[src/sv/tte_pkg.sv]
// tte_pkg: shared types and constants of the text terminal engine
// no dependencies; imported by every module of the block

package tte_pkg;

    // field widths
    localparam int MODE_W     = 4;
    localparam int CHAR_W     = 8;
    localparam int COLOR_W    = 16;
    localparam int CELL_W     = 11;
    localparam int LOG_W      = 4;
    localparam int CFG_IDX_W  = 3;
    localparam int CFG_DATA_W = 16;
    localparam int S_DATA_W   = 24;
    localparam int M_DATA_W   = 56;

    // command queue
    localparam int QUEUE_DEPTH = 2;
    localparam int QPTR_W      = 1;
    localparam int QCNT_W      = 2;

    // input modes
    localparam logic [MODE_W-1:0] MODE_PUT   = 4'd0;
    localparam logic [MODE_W-1:0] MODE_CLEAR = 4'd1;
    localparam logic [MODE_W-1:0] MODE_LEFT  = 4'd2;
    localparam logic [MODE_W-1:0] MODE_RIGHT = 4'd3;
    localparam logic [MODE_W-1:0] MODE_UP    = 4'd4;
    localparam logic [MODE_W-1:0] MODE_DOWN  = 4'd5;
    localparam logic [MODE_W-1:0] MODE_ON    = 4'd6;
    localparam logic [MODE_W-1:0] MODE_OFF   = 4'd7;
    localparam logic [MODE_W-1:0] MODE_TICK  = 4'd8;
    localparam logic [MODE_W-1:0] MODE_READ  = 4'd9;

    // special characters
    localparam logic [CHAR_W-1:0] CH_CR     = 8'd13;
    localparam logic [CHAR_W-1:0] CH_LF     = 8'd10;
    localparam logic [CHAR_W-1:0] CH_SPACE  = 8'd32;
    localparam logic [CHAR_W-1:0] BLINK_BIT = 8'h80;

    // configuration register indexes
    localparam logic [CFG_IDX_W-1:0] CFG_COLUMNS_LOG2    = 3'd0;
    localparam logic [CFG_IDX_W-1:0] CFG_ROWS_LOG2       = 3'd1;
    localparam logic [CFG_IDX_W-1:0] CFG_FILL_COLOR      = 3'd2;
    localparam logic [CFG_IDX_W-1:0] CFG_FILL_BACKGROUND = 3'd3;
    localparam logic [CFG_IDX_W-1:0] CFG_TEXT_COLOR      = 3'd4;
    localparam logic [CFG_IDX_W-1:0] CFG_BLINK_INTERVAL  = 3'd5;

    // configuration reset values
    localparam logic [2:0]         RST_COLUMNS_LOG2    = 3'd6;
    localparam logic [2:0]         RST_ROWS_LOG2       = 3'd5;
    localparam logic [COLOR_W-1:0] RST_FILL_COLOR      = 16'hFFFF;
    localparam logic [COLOR_W-1:0] RST_FILL_BACKGROUND = 16'h0000;
    localparam logic [COLOR_W-1:0] RST_TEXT_COLOR      = 16'hFFFF;
    localparam logic [CHAR_W-1:0]  RST_BLINK_INTERVAL  = 8'd20;

    // classified operations
    typedef enum logic [3:0] {
        OP_PUT,
        OP_CR,
        OP_LF,
        OP_CLEAR,
        OP_LEFT,
        OP_RIGHT,
        OP_UP,
        OP_DOWN,
        OP_ON,
        OP_OFF,
        OP_TICK,
        OP_READ,
        OP_NOP
    } op_t;

    typedef struct packed {
        op_t                op;
        logic [CHAR_W-1:0]  symbol;
        logic [CELL_W-1:0]  cell_index;
    } cmd_t;

    // queue status toward the front part
    typedef struct packed {
        logic full;
    } q_stat_t;

    // queue head toward the back part
    typedef struct packed {
        logic valid;
        cmd_t cmd;
    } q_head_t;

    // back part sequencer
    typedef enum logic [2:0] {
        ST_IDLE,
        ST_WAIT,
        ST_CLEAR,
        ST_SCROLL,
        ST_DRAIN,
        ST_BLANK,
        ST_DONE
    } state_t;

endpackage

[src/sv/tte_front.sv]
// tte_front: accepts input transactions and classifies them into commands
// depends on tte_pkg; feeds tte_queue

module tte_front import tte_pkg::*; (
    input  logic                s_tvalid,
    output logic                s_tready,
    input  logic [S_DATA_W-1:0] s_tdata,   // symbol [7:0], cell_index [18:8], zero pad
    input  logic [MODE_W-1:0]   s_tuser,   // mode [3:0]
    input  q_stat_t             q_stat,
    output logic                push,
    output cmd_t                push_cmd
);

    logic [CHAR_W-1:0] symbol;
    op_t               op;

    assign symbol   = s_tdata[CHAR_W-1:0];
    assign s_tready = !q_stat.full;
    assign push     = s_tvalid && !q_stat.full;

    // decode mode and special characters
    always_comb begin
        unique case (s_tuser)
            MODE_PUT: begin
                if (symbol == CH_CR) begin
                    op = OP_CR;
                end else if (symbol == CH_LF) begin
                    op = OP_LF;
                end else begin
                    op = OP_PUT;
                end
            end
            MODE_CLEAR: op = OP_CLEAR;
            MODE_LEFT:  op = OP_LEFT;
            MODE_RIGHT: op = OP_RIGHT;
            MODE_UP:    op = OP_UP;
            MODE_DOWN:  op = OP_DOWN;
            MODE_ON:    op = OP_ON;
            MODE_OFF:   op = OP_OFF;
            MODE_TICK:  op = OP_TICK;
            MODE_READ:  op = OP_READ;
            default:    op = OP_NOP;
        endcase
    end

    assign push_cmd.op         = op;
    assign push_cmd.symbol     = symbol;
    assign push_cmd.cell_index = s_tdata[CHAR_W+CELL_W-1:CHAR_W];

endmodule

[config.mk]
export PLATFORM = sky130hd
export DESIGN_NAME = tte_front
export DESIGN_NICKNAME = d
export VERILOG_FILES = /design/src/sv/tte_pkg.sv /design/src/sv/tte_front.sv
export SDC_FILE = /design/constraint.sdc
export NUM_CORES = 1
export LEC_CHECK = 0
export BUFFER_PORTS_ARGS = -buffer_cell sky130_fd_sc_hd__buf_2
export CAP_MARGIN = 40
export CORE_AREA = 4 4 41 43
export DETAILED_ROUTE_END_ITERATION = 6
export DIE_AREA = 0 0 45 47
export PLACE_DENSITY = 0.73
export SETUP_SLACK_MARGIN = 0.02
export SYNTH_ARGS = -nofsm -noshare
export SYNTH_HDL_FRONTEND = slang
export SYNTH_SLANG_ARGS = --single-unit
[constraint.sdc]
create_clock -name vclk -period 0.9
set_input_delay 0.045 -clock vclk [all_inputs]
set_output_delay 0.045 -clock vclk [all_outputs]
set_load 0.1 [all_outputs]
==> flow_metrics.env <==
export IMPL_crit_start="s_tdata[6]"
export IMPL_clockBufferCount=0
export IMPL_cp_cell_sequence="buf_8, nor4_4, nand4_1, a221oi_4, buf_12"
export IMPL_fin_nets=87
export IMPL_ff_latch_area_um2=0
export IMPL_hpwl_um=726.9
export IMPL_grt_busiest_layer="met2"
export IMPL_seq_cell_count=0
export IMPL_diodes=0
export IMPL_tightest_slew_ps=331.8
export IMPL_p_leak_uw=0.0002896
export IMPL_max_freq_ghz=0.8621
export IMPL_num_vias=276
export IMPL_slowest_delay_ps=290
export IMPL_rows=13
export IMPL_fillers=119
export IMPL_synthMuxAreaShare_pct=0
export IMPL_wl_per_cell_um=11.16
export IMPL_synth_top_area_share_pct=57.58
export IMPL_dieWidth_um=45
export IMPL_ys_top_cells_by_area="buf_4 (58%), nor4_4 (8.6%), nor2_1 (6.1%)"
export IMPL_gr_usage_met1_pct=6.742
export IMPL_status="complete, but fails checks"
export IMPL_syn_area_per_cell_um2=6.882
export IMPL_worstSetupPathType="input port to output pin"
export IMPL_synth_xor_area_share_pct=0
export IMPL_synth_fa_ha_area_share_pct=0
export IMPL_violations="negative setup slack"
export IMPL_hp_start="s_tdata[8]"
export IMPL_syn2layout_area_growth_pct=144.4
export IMPL_endpoint_kind="output pin"
export IMPL_io_pins=55
export IMPL_crit_slowest_cell="a221oi_4"
export IMPL_dieArea_um2=2115
export IMPL_holdPathEnd="push_cmd[0]"
export IMPL_arrival_ps=1110
export IMPL_met2_usage_pct=16.10
export IMPL_overflow=0
export IMPL_ys_seq_area_share_pct=0
export IMPL_ys_warn_count=0
export IMPL_critPathLaunchType="input port"
export IMPL_place_area_um2=589.3
export IMPL_syn_area_um2=247.7
export IMPL_grt_usage_pct=7.238
export IMPL_yosysTopAreaCell="buf_4"
export IMPL_hold_viol=0
export IMPL_finalPower_uw=569.5
export IMPL_routed_wl_um=781
export IMPL_cts_setup_buffers=0
export IMPL_slew_headroom_pct=77.71
export IMPL_synth_simple_area_share_pct=35.35
export IMPL_synth_cell_types=12
export IMPL_hold_path_depth=0
export IMPL_first_pass_iters=1
export IMPL_syn_nets=66
export IMPL_grt_first_pass_wirelength_um=1207
export IMPL_period_share_pct=128.9
export IMPL_place_congestion=0.7135
export IMPL_cp_max_fo=2
export IMPL_ant_nets=0
export IMPL_worstPathRequired_ps=850
export IMPL_core_um2=1301
export IMPL_postLayoutCellArea_um2=605.6
export IMPL_synth_cells=36
export IMPL_grt_max_degree=6
export IMPL_avgViaCountPerCell=3.943
export IMPL_start_util_pct=19.04
export IMPL_dp_cells=70
export IMPL_max_cap_violations=0
export IMPL_setup_viol=2
export IMPL_drive_above_1_share_pct=78.18
export IMPL_antenna_found_initial=0
export IMPL_synthTopCellsByCount="buf_4 (19), nor2_1 (4), nand2_1 (3)"
export IMPL_grt_pass1_vias=299
export IMPL_die_h_um=47
export IMPL_min_period_ps=1160
export IMPL_holdCritPathClass="input port to output pin"
export IMPL_numPortBuffers=28
export IMPL_holdBufCountCts=0
export IMPL_yosys_cell_count_top_type="buf_4"
export IMPL_first_iter_violations=0
export IMPL_worst_slack_ps=-260.0
export IMPL_met3_usage_pct=0.7663
export IMPL_slew_viol_final=0
export IMPL_synth_compound_area_share_pct=5.556
export IMPL_synth_top_family_by_area="buffers and inverters"
export IMPL_drc_errors=0
export IMPL_power_density_nw_per_um2=940.4
export IMPL_finalNonFillerCells=70
export IMPL_peakVddDrop_mv=0.2791
export IMPL_rsz0062_at_grt="true"
-- timing repair --
item                       in CTS  in global routing
hold endpoints to repair        0                  0
setup endpoints to repair       2                  2
pin swaps                       4                  2
resized for setup               3                  1
-- where the power goes --
part           internal [µW]  leakage (µW)  switching [µW]  total, µW
Combinational            215      0.000290             354        569
Clock                      0             0               0          0
Sequential                 0             0               0          0
-- cell families (layout without fill, tap and decap cells) --
| family | Yosys count | in the layout |
|---|---|---|
| AO/OA/AOI/OAI | 2 | 2 |
| AND/OR/NAND/NOR | 14 | 14 |
| buffers and inverters | 20 | 39 |
-- worst max-delay path by stage --
stage	to	slack, ps	cells past startpoint
3_5_place_dp	push_cmd[20]	-350	5
4_1_cts	push_cmd[20]	-270	5
3_3_place_gp	push_cmd[20]	-330	5
2_1_floorplan	push_cmd[20]	-520	3
6_report	push_cmd[20]	-260	5
5_1_grt	push_cmd[20]	-340	5
-- cell type report --
type | count | area (µm²) | share of cell area, %
multi-input cells | 16 | 141.4 | 23.35
well taps | 15 | 18.77 | 3.099
inverters | 1 | 3.754 | 0.6198
repair buffers | 38 | 441.7 | 72.93
-- cell usage in the layout (no fill, tap or decap) --
cell / Yosys / layout
inv_1: 1 / 1
nor3_1: 1 / 1
buf_12: 0 / 14
nand2b_1: 1 / 1
nor2_1: 4 / 3
buf_8: 0 / 1
nor2b_4: 0 / 1
nor2_4: 0 / 1
buf_2: 0 / 12
nand2_4: 0 / 1
o21ai_0: 1 / 1
a221oi_4: 0 / 1
nor4bb_1: 1 / 1
nand2_1: 3 / 2
nand4_1: 2 / 2
buf_6: 0 / 1
nor4_4: 1 / 1
buf_4: 19 / 10
-- layer usage --
layer	share of wire, %	vias up
li1	-	139
met1	28	124
met2	58	11
met3	13	2
met4	0.51	0
met5	0	-
-- worst max-delay path: cells and delay by family --
kind	cells	cell delay [ps]
compound gates	1	290
buf+inv	2	310
simple gates	2	460
-- per-stage QoR --
step	setup TNS [ps]	hold WS, ps	setup slack [ps]	util, %
2_1_floorplan	-520.0	185.9	-520.0	-
3_3_place_gp	-387.0	90.68	-328.3	45.29
3_5_place_dp	-434.3	90.68	-352.7	45.29
4_1_cts	-302.4	90.68	-268.2	46.25
5_1_grt	-429.1	90.14	-344.5	46.54
6_report	-308.3	90.04	-260.0	46.54
No activity file was read; power rests on OpenSTA's default activity.
