### config.mk
export PLATFORM = sky130hd
export DESIGN_NAME = tte_queue
export DESIGN_NICKNAME = d
export VERILOG_FILES = /design/src/sv/tte_pkg.sv /design/src/sv/tte_queue.sv
export SDC_FILE = /design/constraint.sdc
export NUM_CORES = 1
export LEC_CHECK = 0
export ABC_AREA = 1
export BUFFER_PORTS_ARGS = -buffer_cell sky130_fd_sc_hd__buf_4
export CAP_MARGIN = 25
export CORE_ASPECT_RATIO = 2
export CORE_MARGIN = 2
export CORE_UTILIZATION = 48
export CTS_BUF_LIST = sky130_fd_sc_hd__clkbuf_8
export CTS_CLUSTER_DIAMETER = 200
export DETAILED_ROUTE_END_ITERATION = 10
export PLACE_DENSITY = 0.77
export SYNTH_ARGS = -nofsm -noshare
export SYNTH_HDL_FRONTEND = slang
export SYNTH_SLANG_ARGS = --single-unit
export TNS_END_PERCENT = 10
### constraint.sdc
create_clock -name aclk -period 1.8 [get_ports aclk]
set_clock_uncertainty 0.2 [all_clocks]
set_input_delay 0.36 -clock aclk [delete_from_list [all_inputs] [get_ports aclk]]
set_output_delay 0.36 -clock aclk [all_outputs]
set_load 0.01 [all_outputs]
### src/sv/tte_pkg.sv
// tte_pkg: shared types and constants of the text terminal engine
// no dependencies; imported by every module of the block

package tte_pkg;

    // field widths
    localparam int MODE_W     = 4;
    localparam int CHAR_W     = 8;
    localparam int COLOR_W    = 16;
    localparam int CELL_W     = 11;
    localparam int LOG_W      = 4;
    localparam int CFG_IDX_W  = 3;
    localparam int CFG_DATA_W = 16;
    localparam int S_DATA_W   = 24;
    localparam int M_DATA_W   = 56;

    // command queue
    localparam int QUEUE_DEPTH = 2;
    localparam int QPTR_W      = 1;
    localparam int QCNT_W      = 2;

    // input modes
    localparam logic [MODE_W-1:0] MODE_PUT   = 4'd0;
    localparam logic [MODE_W-1:0] MODE_CLEAR = 4'd1;
    localparam logic [MODE_W-1:0] MODE_LEFT  = 4'd2;
    localparam logic [MODE_W-1:0] MODE_RIGHT = 4'd3;
    localparam logic [MODE_W-1:0] MODE_UP    = 4'd4;
    localparam logic [MODE_W-1:0] MODE_DOWN  = 4'd5;
    localparam logic [MODE_W-1:0] MODE_ON    = 4'd6;
    localparam logic [MODE_W-1:0] MODE_OFF   = 4'd7;
    localparam logic [MODE_W-1:0] MODE_TICK  = 4'd8;
    localparam logic [MODE_W-1:0] MODE_READ  = 4'd9;

    // special characters
    localparam logic [CHAR_W-1:0] CH_CR     = 8'd13;
    localparam logic [CHAR_W-1:0] CH_LF     = 8'd10;
    localparam logic [CHAR_W-1:0] CH_SPACE  = 8'd32;
    localparam logic [CHAR_W-1:0] BLINK_BIT = 8'h80;

    // configuration register indexes
    localparam logic [CFG_IDX_W-1:0] CFG_COLUMNS_LOG2    = 3'd0;
    localparam logic [CFG_IDX_W-1:0] CFG_ROWS_LOG2       = 3'd1;
    localparam logic [CFG_IDX_W-1:0] CFG_FILL_COLOR      = 3'd2;
    localparam logic [CFG_IDX_W-1:0] CFG_FILL_BACKGROUND = 3'd3;
    localparam logic [CFG_IDX_W-1:0] CFG_TEXT_COLOR      = 3'd4;
    localparam logic [CFG_IDX_W-1:0] CFG_BLINK_INTERVAL  = 3'd5;

    // configuration reset values
    localparam logic [2:0]         RST_COLUMNS_LOG2    = 3'd6;
    localparam logic [2:0]         RST_ROWS_LOG2       = 3'd5;
    localparam logic [COLOR_W-1:0] RST_FILL_COLOR      = 16'hFFFF;
    localparam logic [COLOR_W-1:0] RST_FILL_BACKGROUND = 16'h0000;
    localparam logic [COLOR_W-1:0] RST_TEXT_COLOR      = 16'hFFFF;
    localparam logic [CHAR_W-1:0]  RST_BLINK_INTERVAL  = 8'd20;

    // classified operations
    typedef enum logic [3:0] {
        OP_PUT,
        OP_CR,
        OP_LF,
        OP_CLEAR,
        OP_LEFT,
        OP_RIGHT,
        OP_UP,
        OP_DOWN,
        OP_ON,
        OP_OFF,
        OP_TICK,
        OP_READ,
        OP_NOP
    } op_t;

    typedef struct packed {
        op_t                op;
        logic [CHAR_W-1:0]  symbol;
        logic [CELL_W-1:0]  cell_index;
    } cmd_t;

    // queue status toward the front part
    typedef struct packed {
        logic full;
    } q_stat_t;

    // queue head toward the back part
    typedef struct packed {
        logic valid;
        cmd_t cmd;
    } q_head_t;

    // back part sequencer
    typedef enum logic [2:0] {
        ST_IDLE,
        ST_WAIT,
        ST_CLEAR,
        ST_SCROLL,
        ST_DRAIN,
        ST_BLANK,
        ST_DONE
    } state_t;

endpackage

### src/sv/tte_queue.sv
// tte_queue: short command queue between the front and back parts
// depends on tte_pkg

module tte_queue import tte_pkg::*; (
    input  logic    aclk,
    input  logic    aresetn,
    input  logic    push,
    input  cmd_t    push_cmd,
    output q_stat_t q_stat,
    input  logic    pop,
    output q_head_t q_head
);

    cmd_t              entry_reg [QUEUE_DEPTH];
    logic [QPTR_W-1:0] wr_ptr_reg;
    logic [QPTR_W-1:0] rd_ptr_reg;
    logic [QCNT_W-1:0] count_reg;

    assign q_stat.full  = (count_reg == QCNT_W'(QUEUE_DEPTH));
    assign q_head.valid = (count_reg != '0);
    assign q_head.cmd   = entry_reg[rd_ptr_reg];

    // entry storage
    always_ff @(posedge aclk) begin
        if (push) begin
            entry_reg[wr_ptr_reg] <= push_cmd;
        end
    end

    // pointers and fill level
    always_ff @(posedge aclk) begin
        if (!aresetn) begin
            wr_ptr_reg <= '0;
            rd_ptr_reg <= '0;
            count_reg  <= '0;
        end else begin
            if (push) begin
                wr_ptr_reg <= wr_ptr_reg + QPTR_W'(1);
            end
            if (pop) begin
                rd_ptr_reg <= rd_ptr_reg + QPTR_W'(1);
            end
            if (push && !pop) begin
                count_reg <= count_reg + QCNT_W'(1);
            end else if (pop && !push) begin
                count_reg <= count_reg - QCNT_W'(1);
            end
        end
    end

`ifndef NO_ASSERTIONS
    a_no_push_full: assert property (@(posedge aclk) disable iff (!aresetn)
        q_stat.full |-> !push) else $error("push into full queue");
    a_no_pop_empty: assert property (@(posedge aclk) disable iff (!aresetn)
        !q_head.valid |-> !pop) else $error("pop from empty queue");
    a_count_range: assert property (@(posedge aclk) disable iff (!aresetn)
        count_reg <= QCNT_W'(QUEUE_DEPTH)) else $error("queue count out of range");
`endif

endmodule

==> results.py, run 1 <==
metrics = {
    "layout": {
        "syn_to_final_growth_pct": 42.36,
        "antennaDiodeCount": 0,
        "layout_commonest_cell": "edfxtp_1",
        "drive_gt1_share_pct": 52.94,
        "most-common-layout-cells": "46 x edfxtp_1, 32 x buf_4, 23 x mux2_4, 23 x buf_6, 9 x nand2_1",
        "largest_reg_flops": 46,
        "final_core_util_pct": 70.76,
        "nets": 197,
    },
    "global_routing": {
        "track_usage_pct": 15.73,
        "first_global_vias": 1168,
        "antenna_found_initial": 0,
        "grt_pass1_wl_mm": 5.278,
        "grt_max_degree": 17,
        "grt_overflow": 0,
    },
    "critical_path": {
        "worst-path-buf-inv": 2,
        "end_kind": "output pin",
        "worstSetupPathType": "flip-flop to output pin",
        "arrival_ps": 1290,
        "cpPeakStageDelay_ps": 400,
        "startpoint_type": "flip-flop",
        "path_cells": "clkbuf_16 -> mux2_4 -> buf_6",
        "critPathTopFamily": "flip-flops",
        "ff2ff_path_depth": 3,
        "crit_path_max_fanout": 8,
        "crit_required_ps": 1240,
        "path_depth": 3,
        "crit_slowest_cell": "dfxtp_4",
    },
    "clock_network": {
        "cts_root_buffer": "clkbuf_8",
        "htreeDepth": 2,
        "path_clk_slew_ps": 80,
        "cts_tree": "built",
        "clk_latency_ps": 290,
        "cts_buffer_depth": 2,
        "cts_sinks": 51,
        "cts_buffers": 5,
    },
    "sta": {
        "hold_viol": 0,
        "period_minus_slack_ps": 1854,
        "hold_ws_ps": 50.22,
        "rsz0062_at_grt": "true",
        "setup_viol": 23,
        "period_share_pct": 103.0,
        "fmax_mhz": 539.5,
        "slew_violations": 0,
        "slew_headroom_pct": 85.47,
        "tightest_slew_ps": 217.9,
        "setup_ws_ps": -53.68,
    },
    "synth": {
        "synth_cells": 106,
        "ys_seq_area_share_pct": 78.36,
        "synthTopCellsByArea": "edfxtp_1 73%, mux2_2 14%, dfxtp_1 5.3%, nand2_1 1.8%, inv_1 1.6%",
        "yosysTopAreaCellShare_pct": 73.06,
        "synth_area_mm2": 0.001891,
        "yosys.area.top_type": "edfxtp_1",
        "ys_ff_latch": 51,
        "synth_cell_types": 12,
        "syn_avg_cell_area_um2": 17.84,
        "syn-num-nets": 134,
        "synth_warnings": 0,
    },
    "floorplanning": {
        "core-area_mm2": 0.003804,
        "start_util_pct": 49.70,
        "placementRows": 32,
        "die_y_um": 92.76,
        "fp.dieW_um": 48.38,
        "dieArea_mm2": 0.004487,
        "ios": 52,
    },
    "place": {
        "port-buffer-count": 51,
        "dp_hpwl_mm": 2.374,
        "place_congestion": 0.6799,
        "place_ws_ps": 209.8,
    },
    "power": {
        "peakVddDrop_uv": 967.8,
        "power_leakage_nw": 1.121,
        "power_density_mw_per_mm2": 936.9,
        "fin_total_pwr_mw": 2.521,
    },
    "drt": {
        "drt-pass1-iter-count": 4,
        "drc_errors": 0,
        "wire_per_inst_um": 15.58,
        "drt_wl_total_mm": 3.443,
        "num_vias": 1077,
        "ant_nets": 0,
        "drtIter0Drc": 24,
        "vias_per_cell": 4.873,
    },
    "status": {
        "violations": "negative setup slack",
        "status": "complete, but fails checks",
    },
    "hold_path": {
        "hp-class": "primary input to flip-flop",
        "hold_path_depth": 1,
    },
    "run": {
        "cap_violations": 0,
    },
}
==> cell type report <==
type / instances / area (um^2)
sequential: 51 / 1485
tap: 51 / 63.81
fill: 258 / 1112
inverter: 8 / 30.03
timing repair buffer: 58 / 559.3
clock buffer: 5 / 68.82
clock inverter: 3 / 38.79
multi-input combinational: 45 / 445.4
==> cell usage after synthesis, drive strengths merged <==
| cell | count |
|---|---|
| edfxtp | 46 |
| ha | 1 |
| buf | 2 |
| a21oi | 1 |
| nand2 | 9 |
| dfxtp | 5 |
| nand4 | 1 |
| nand3 | 1 |
| o21ai | 1 |
| inv | 8 |
| mux2 | 23 |
| nor2 | 8 |
==> final timing paths <==
check	from	endpoint	slack, ps
worst max-delay path	flip-flop	q_head[15]	-50
worst min-delay path	push_cmd[7]	entry_reg[1][7]	50
worst max register to register	wr_ptr_reg	entry_reg[1][6]	540
worst min register to register	rd_ptr_reg	rd_ptr_reg	320
==> power by group <==
group	switching (mW)	internal [mW]	total (mW)
sequential	0.0240	1.36	1.39
clock	0.334	0.407	0.741
combinational	0.158	0.236	0.394
==> worst reg2reg max path, cell delays in order (launching register included) <==
cell and delay [ps]:
dfxtp_1 370, nand2_1 80, inv_1 70, buf_4 240
==> logic make-up after synthesis <==
logic type / share of synthesized area, %
flops: 78.36
compound gates: 0.5289
mux: 13.70
fa+ha+maj: 0.6617
buf+inv: 2.780
simple gates: 3.971
==> stage by stage <==
stage	instances	instance area, um^2	TNS, ps
2_1_floorplan	106	1893	0
3_3_place_gp	212	2375	0
5_1_grt	221	2691	-1707
3_5_place_dp	212	2375	0
6_report	221	2691	-641.0
4_1_cts	220	2514	-1318
==> metal layers <==
| metal | vias up | track usage, % | part of all wire [%] |
|---|---|---|---|
| met2 | 34 | 30.90 | 58 |
| met5 | - | 0 | 0 |
| met1 | 527 | 14.81 | 35 |
| met4 | 0 | 6.429 | 1.5 |
| met3 | 5 | 4.194 | 4.7 |
| li1 | 511 | - | - |
==> what timing repair did <==
action                                  CTS  global route
pin swaps                                 0             0
hold buffers                              0             0
resized for setup                         9            41
buffers inserted                          0             0
cloned                                    0             1
endpoints found under the setup margin   23            23
(Power assumes the default switching activity.)
==> run 2, diff against run 1 <==
REMOVE_ABC_BUFFERS = 1   (was default)
==> run 2 against run 1 <==
  * The run still ends with negative setup slack left
  * Routed wire length is 7.1% higher
  * Sequential power hardly changed
  * Highest routed layer unchanged
  * Die area is the same
  * Fmax down 2.5%
  * Critical path type unchanged
  * Critical endpoint is now q_head[3]
  * Global-route usage is 2.3 points higher
==> results.py, run 2 (synthesis results as in run 1) <==
metrics = {
    "place": {
        "place_congestion": 0.6500,
        "placed_cells": 209,
        "place_ws_ps": 214.3,
        "port-buffer-count": 51,
        "dp_hpwl_mm": 2.281,
        "dpl_cell_area_mm2": 0.002377,
    },
    "global_routing": {
        "grt_pass1_wl_mm": 5.844,
        "track_usage_pct": 18.01,
        "antenna_found_initial": 0,
        "grt_max_degree": 24,
        "grt_overflow": 0,
        "first_global_vias": 1151,
    },
    "critical_path": {
        "r2r-start": "wr_ptr_reg",
        "crit_required_ps": 1240,
        "end_kind": "output pin",
        "crit_slowest_cell": "dfxtp_4",
        "cpPeakStageDelay_ps": 350,
        "arrival_ps": 1340,
        "startpoint_type": "flip-flop",
        "critPathTopFamily": "buffers and inverters",
        "worstSetupPathType": "flip-flop to output pin",
        "path_cells": "buf_6 -> buf_16 -> mux2_4 -> buf_6",
        "worst-path-buf-inv": 3,
        "crit_path_max_fanout": 6,
        "cpMostUsedCell": "buf_6",
    },
    "power": {
        "power_leakage_nw": 1.148,
        "power_density_mw_per_mm2": 926.1,
        "peakVddDrop_uv": 782.6,
    },
    "clock_network": {
        "cts_buffer_depth": 2,
        "path_clk_slew_ps": 90,
        "cts_buffers": 5,
        "htreeDepth": 2,
        "cts_tree": "built",
        "cts_root_buffer": "clkbuf_8",
        "holdBufCountCts": 0,
        "cts_sinks": 51,
        "clk_latency_ps": 290,
    },
    "floorplanning": {
        "placementRows": 32,
        "start_util_pct": 49.70,
        "fp.dieW_um": 48.38,
        "core-area_mm2": 0.003804,
        "dieArea_mm2": 0.004487,
        "ios": 52,
        "die_y_um": 92.76,
    },
    "sta": {
        "hold_ws_ps": 44.71,
        "fmax_mhz": 525.9,
        "period_share_pct": 105.6,
        "slew_violations": 0,
        "setup_viol": 23,
        "hold_viol": 0,
        "tightest_slew_ps": 166.1,
        "rsz0062_at_grt": "true",
        "period_minus_slack_ps": 1901,
        "slew_headroom_pct": 88.81,
        "setup_ws_ps": -101.3,
    },
    "drt": {
        "drt-pass1-iter-count": 4,
        "drt_wl_total_mm": 3.688,
        "ant_nets": 0,
        "drc_errors": 0,
        "wire_per_inst_um": 16.61,
        "drtIter0Drc": 13,
        "vias_per_cell": 4.851,
        "num_vias": 1077,
    },
    "layout": {
        "most-common-layout-cells": "46 x edfxtp_1, 28 x buf_4, 25 x buf_6",
        "nets": 198,
        "drive_gt1_share_pct": 53.22,
        "antennaDiodeCount": 0,
        "largest_reg_flops": 46,
        "fin_area_mm2": 0.002766,
        "syn_to_final_growth_pct": 46.33,
        "fin_cells": 222,
        "layout_commonest_cell": "edfxtp_1",
        "n_fill_cell": 250,
    },
    "hold_path": {
        "hp-class": "primary input to flip-flop",
        "min-delay-start": "push_cmd[21]",
    },
    "run": {
        "cap_violations": 0,
    },
    "status": {
        "violations": "negative setup slack",
        "status": "complete, but fails checks",
    },
}
[run 2: worst paths after layout]
kind,slack [ps],depth (start not counted),end
min,40,1,entry_reg[0][21]
max reg2reg,560,3,entry_reg[1][4]
max,-100,4,q_head[3]
min reg2reg,320,2,flip-flop
[run 2: area by class of cell]
type	instances	area [um^2]	share of cell area [%]
sequential	51	1485	53.69
multi-input combinational	45	445.4	16.10
tap	51	63.81	2.307
timing repair buffer	59	634.4	22.93
clock buffer	5	68.82	2.488
clock inverter	3	38.79	1.402
inverter	8	30.03	1.085
[run 2: stage by stage]
| step | util, % | total power [mW] | setup TNS [ps] |
|---|---|---|---|
| floorplan | - | 1.545 | -4067 |
| global placement | 62.50 | 1.708 | 0 |
| detailed placement | 62.50 | 1.729 | 0 |
| CTS | 72.73 | 2.584 | -2303 |
| global route | 72.73 | 2.664 | -2954 |
| finish | 72.73 | 2.562 | -2117 |
[run 2: what timing repair did]
action,in CTS,in global routing
buffers inserted,3,0
gates cloned,3,0
setup endpoints to repair,23,23
resized for setup,53,0
[run 2: routing by layer]
layer	vias up	part of all wire [%]	routed length [um]	global-route usage [%]
met5	-	0	0	0
met4	0	1.9	70	7.857
met3	6	4.1	152	4.677
met2	29	61	2246	35.07
met1	527	33	1219	17.13
li1	515	-	-	-
[run 2: where the power goes]
group          switching (mW)  leakage, nW  total, mW  internal, mW
Clock                   0.338       0.0556      0.744         0.407
Sequential             0.0223        0.474       1.38          1.36
Combinational           0.172        0.618      0.433         0.262
==> run 3, diff against run 2 <==
CORE_UTILIZATION = 47   (was 48)
PLACE_DENSITY = 0.76   (was 0.77)
==> run 3 against run 2 <==
  * The run still ends with negative setup slack left
  * Final cell count fell by 1.4%
  * Worst hold slack got worse by 11 ps
  * Register-to-register slack got worse by 20 ps
  * Clock-buffer cell count did not move
  * Sequential power barely moved
  * Combinational power fell by 7.9%
  * Non-clock buffer count fell by 3
  * Core utilization fell by 2.4 points
  * Clock power rose by 3.1%
  * Critical endpoint is now q_head[0]
  * Highest routed layer unchanged
==> results.py, run 3 (synthesis results as in run 1) <==
metrics = {
    "sta": {
        "slew_violations": 0,
        "tightest_slew_ps": 212.5,
        "period_minus_slack_ps": 1857,
        "period_share_pct": 103.2,
        "setup_ws_ps": -57.12,
        "hold_viol": 0,
        "tns_ps": -873.8,
        "slew_headroom_pct": 85.82,
        "fmax_mhz": 538.5,
        "setup_viol": 23,
        "rsz0062_at_grt": "true",
    },
    "critical_path": {
        "cpPeakStageDelay_ps": 390,
        "path_cells": "clkbuf_16 -> mux2_4 -> buf_6",
        "arrival_ps": 1300,
        "startpoint_type": "flip-flop",
        "worstSetupPathType": "flip-flop to output pin",
        "worst-path-buf-inv": 2,
        "crit_path_max_fanout": 8,
        "crit_required_ps": 1240,
        "crit_slowest_cell": "dfxtp_4",
        "end_kind": "output pin",
        "critPathTopFamily": "flip-flops",
    },
    "place": {
        "place_congestion": 0.6668,
        "dp_hpwl_mm": 2.401,
        "port-buffer-count": 51,
    },
    "floorplanning": {
        "die_y_um": 93.69,
        "core-area_mm2": 0.003844,
        "placementRows": 32,
        "dieArea_mm2": 0.004576,
        "fp.dieW_um": 48.85,
        "start_util_pct": 49.19,
        "ios": 52,
    },
    "drt": {
        "ant_nets": 0,
        "wire_per_inst_um": 16.52,
        "vias_per_cell": 4.840,
        "drc_errors": 0,
        "drt_wl_total_mm": 3.618,
        "drtIter0Drc": 29,
        "num_vias": 1060,
        "drt-pass1-iter-count": 4,
    },
    "layout": {
        "nets": 195,
        "drive_gt1_share_pct": 52.98,
        "antennaDiodeCount": 0,
        "syn_to_final_growth_pct": 42.95,
        "largest_reg_flops": 46,
        "most-common-layout-cells": "46 x edfxtp_1, 28 x buf_4, 24 x buf_6",
        "layout_commonest_cell": "edfxtp_1",
    },
    "status": {
        "violations": "negative setup slack",
        "status": "complete, but fails checks",
    },
    "clock_network": {
        "holdBufCountCts": 0,
        "cts_root_buffer": "clkbuf_8",
        "cts_buffers": 5,
        "clk_latency_ps": 300,
        "cts_buffer_depth": 2,
        "cts_sinks": 51,
        "htreeDepth": 2,
        "post_cts_buffers": 0,
        "path_clk_slew_ps": 90,
        "cts_tree": "built",
    },
    "power": {
        "peakVddDrop_uv": 786.8,
        "power_leakage_nw": 1.120,
        "fin_total_pwr_mw": 2.552,
        "power_density_mw_per_mm2": 944.4,
    },
    "global_routing": {
        "grt_max_degree": 24,
        "grt_pass1_wl_mm": 5.037,
        "first_global_vias": 1134,
        "grt_overflow": 0,
        "antenna_found_initial": 0,
        "track_usage_pct": 15.46,
    },
    "hold_path": {
        "hp-class": "primary input to flip-flop",
    },
    "run": {
        "cap_violations": 0,
    },
}
## run 3: changes by cell type in the layout (fill, tap and decap cells not counted), sizes merged
cell    previous run  this run
buf               59        55
clkbuf             5         6
## run 3: final timing paths
kind                             startpoint         endpoint  slack, ps  cells after the start
worst max-delay path              flip-flop        q_head[0]        -60                      3
worst max register to register   wr_ptr_reg  entry_reg[0][4]        540                      2
worst min-delay path            push_cmd[8]  entry_reg[0][8]         30                      1
worst min register to register   rd_ptr_reg       rd_ptr_reg        340                      2
## run 3: layer usage
layer  up-vias  routed length, um  GRT usage, %
li1        507                  -             -
met1       518               1137         14.10
met2        30               2235         28.77
met3         5                155         4.459
met4         0                 90         10.00
met5         -                  0             0
## run 3: worst register-to-register path: cells and delay by family (launching register included)
family,cells,cell delay [ps]
AND/OR/NAND/NOR,1,210
buffers and inverters,1,210
flip-flops,1,340
## run 3: repair_timing
action / in CTS / in global routing
endpoints found under the setup margin: 23 / 23
cloned: 0 / 1
resized for setup: 16 / 33
## run 3: power by group
group	switching, mW	internal (mW)	total (mW)
combinational	0.160	0.238	0.399
sequential	0.0246	1.36	1.39
clock	0.354	0.413	0.767
total	0.539	2.01	2.55
## run 3: layout make-up
cell class	count	area, um^2
sequential	51	1485
fill	268	1141
clock buffer	5	68.82
tap	51	63.81
multi-input combinational	45	445.4
clock inverter	3	43.79
timing repair buffer	56	565.5
inverter	8	30.03
## run 3: stage by stage
step | area [um^2] | utilization [%] | std cells | hold slack, ps | setup WS [ps]
after global routing | 2703 | 70.31 | 219 | 19.91 | -99.23
after CTS | 2555 | 66.47 | 218 | 22.50 | -97.05
after detailed placement | 2385 | 62.04 | 210 | 310.8 | 193.4
after global placement | 2385 | 62.04 | 210 | 276.2 | 216.9
final | 2703 | 70.31 | 219 | 33.31 | -57.12
after floorplan | 1868 | - | 104 | 258.9 | -176.8
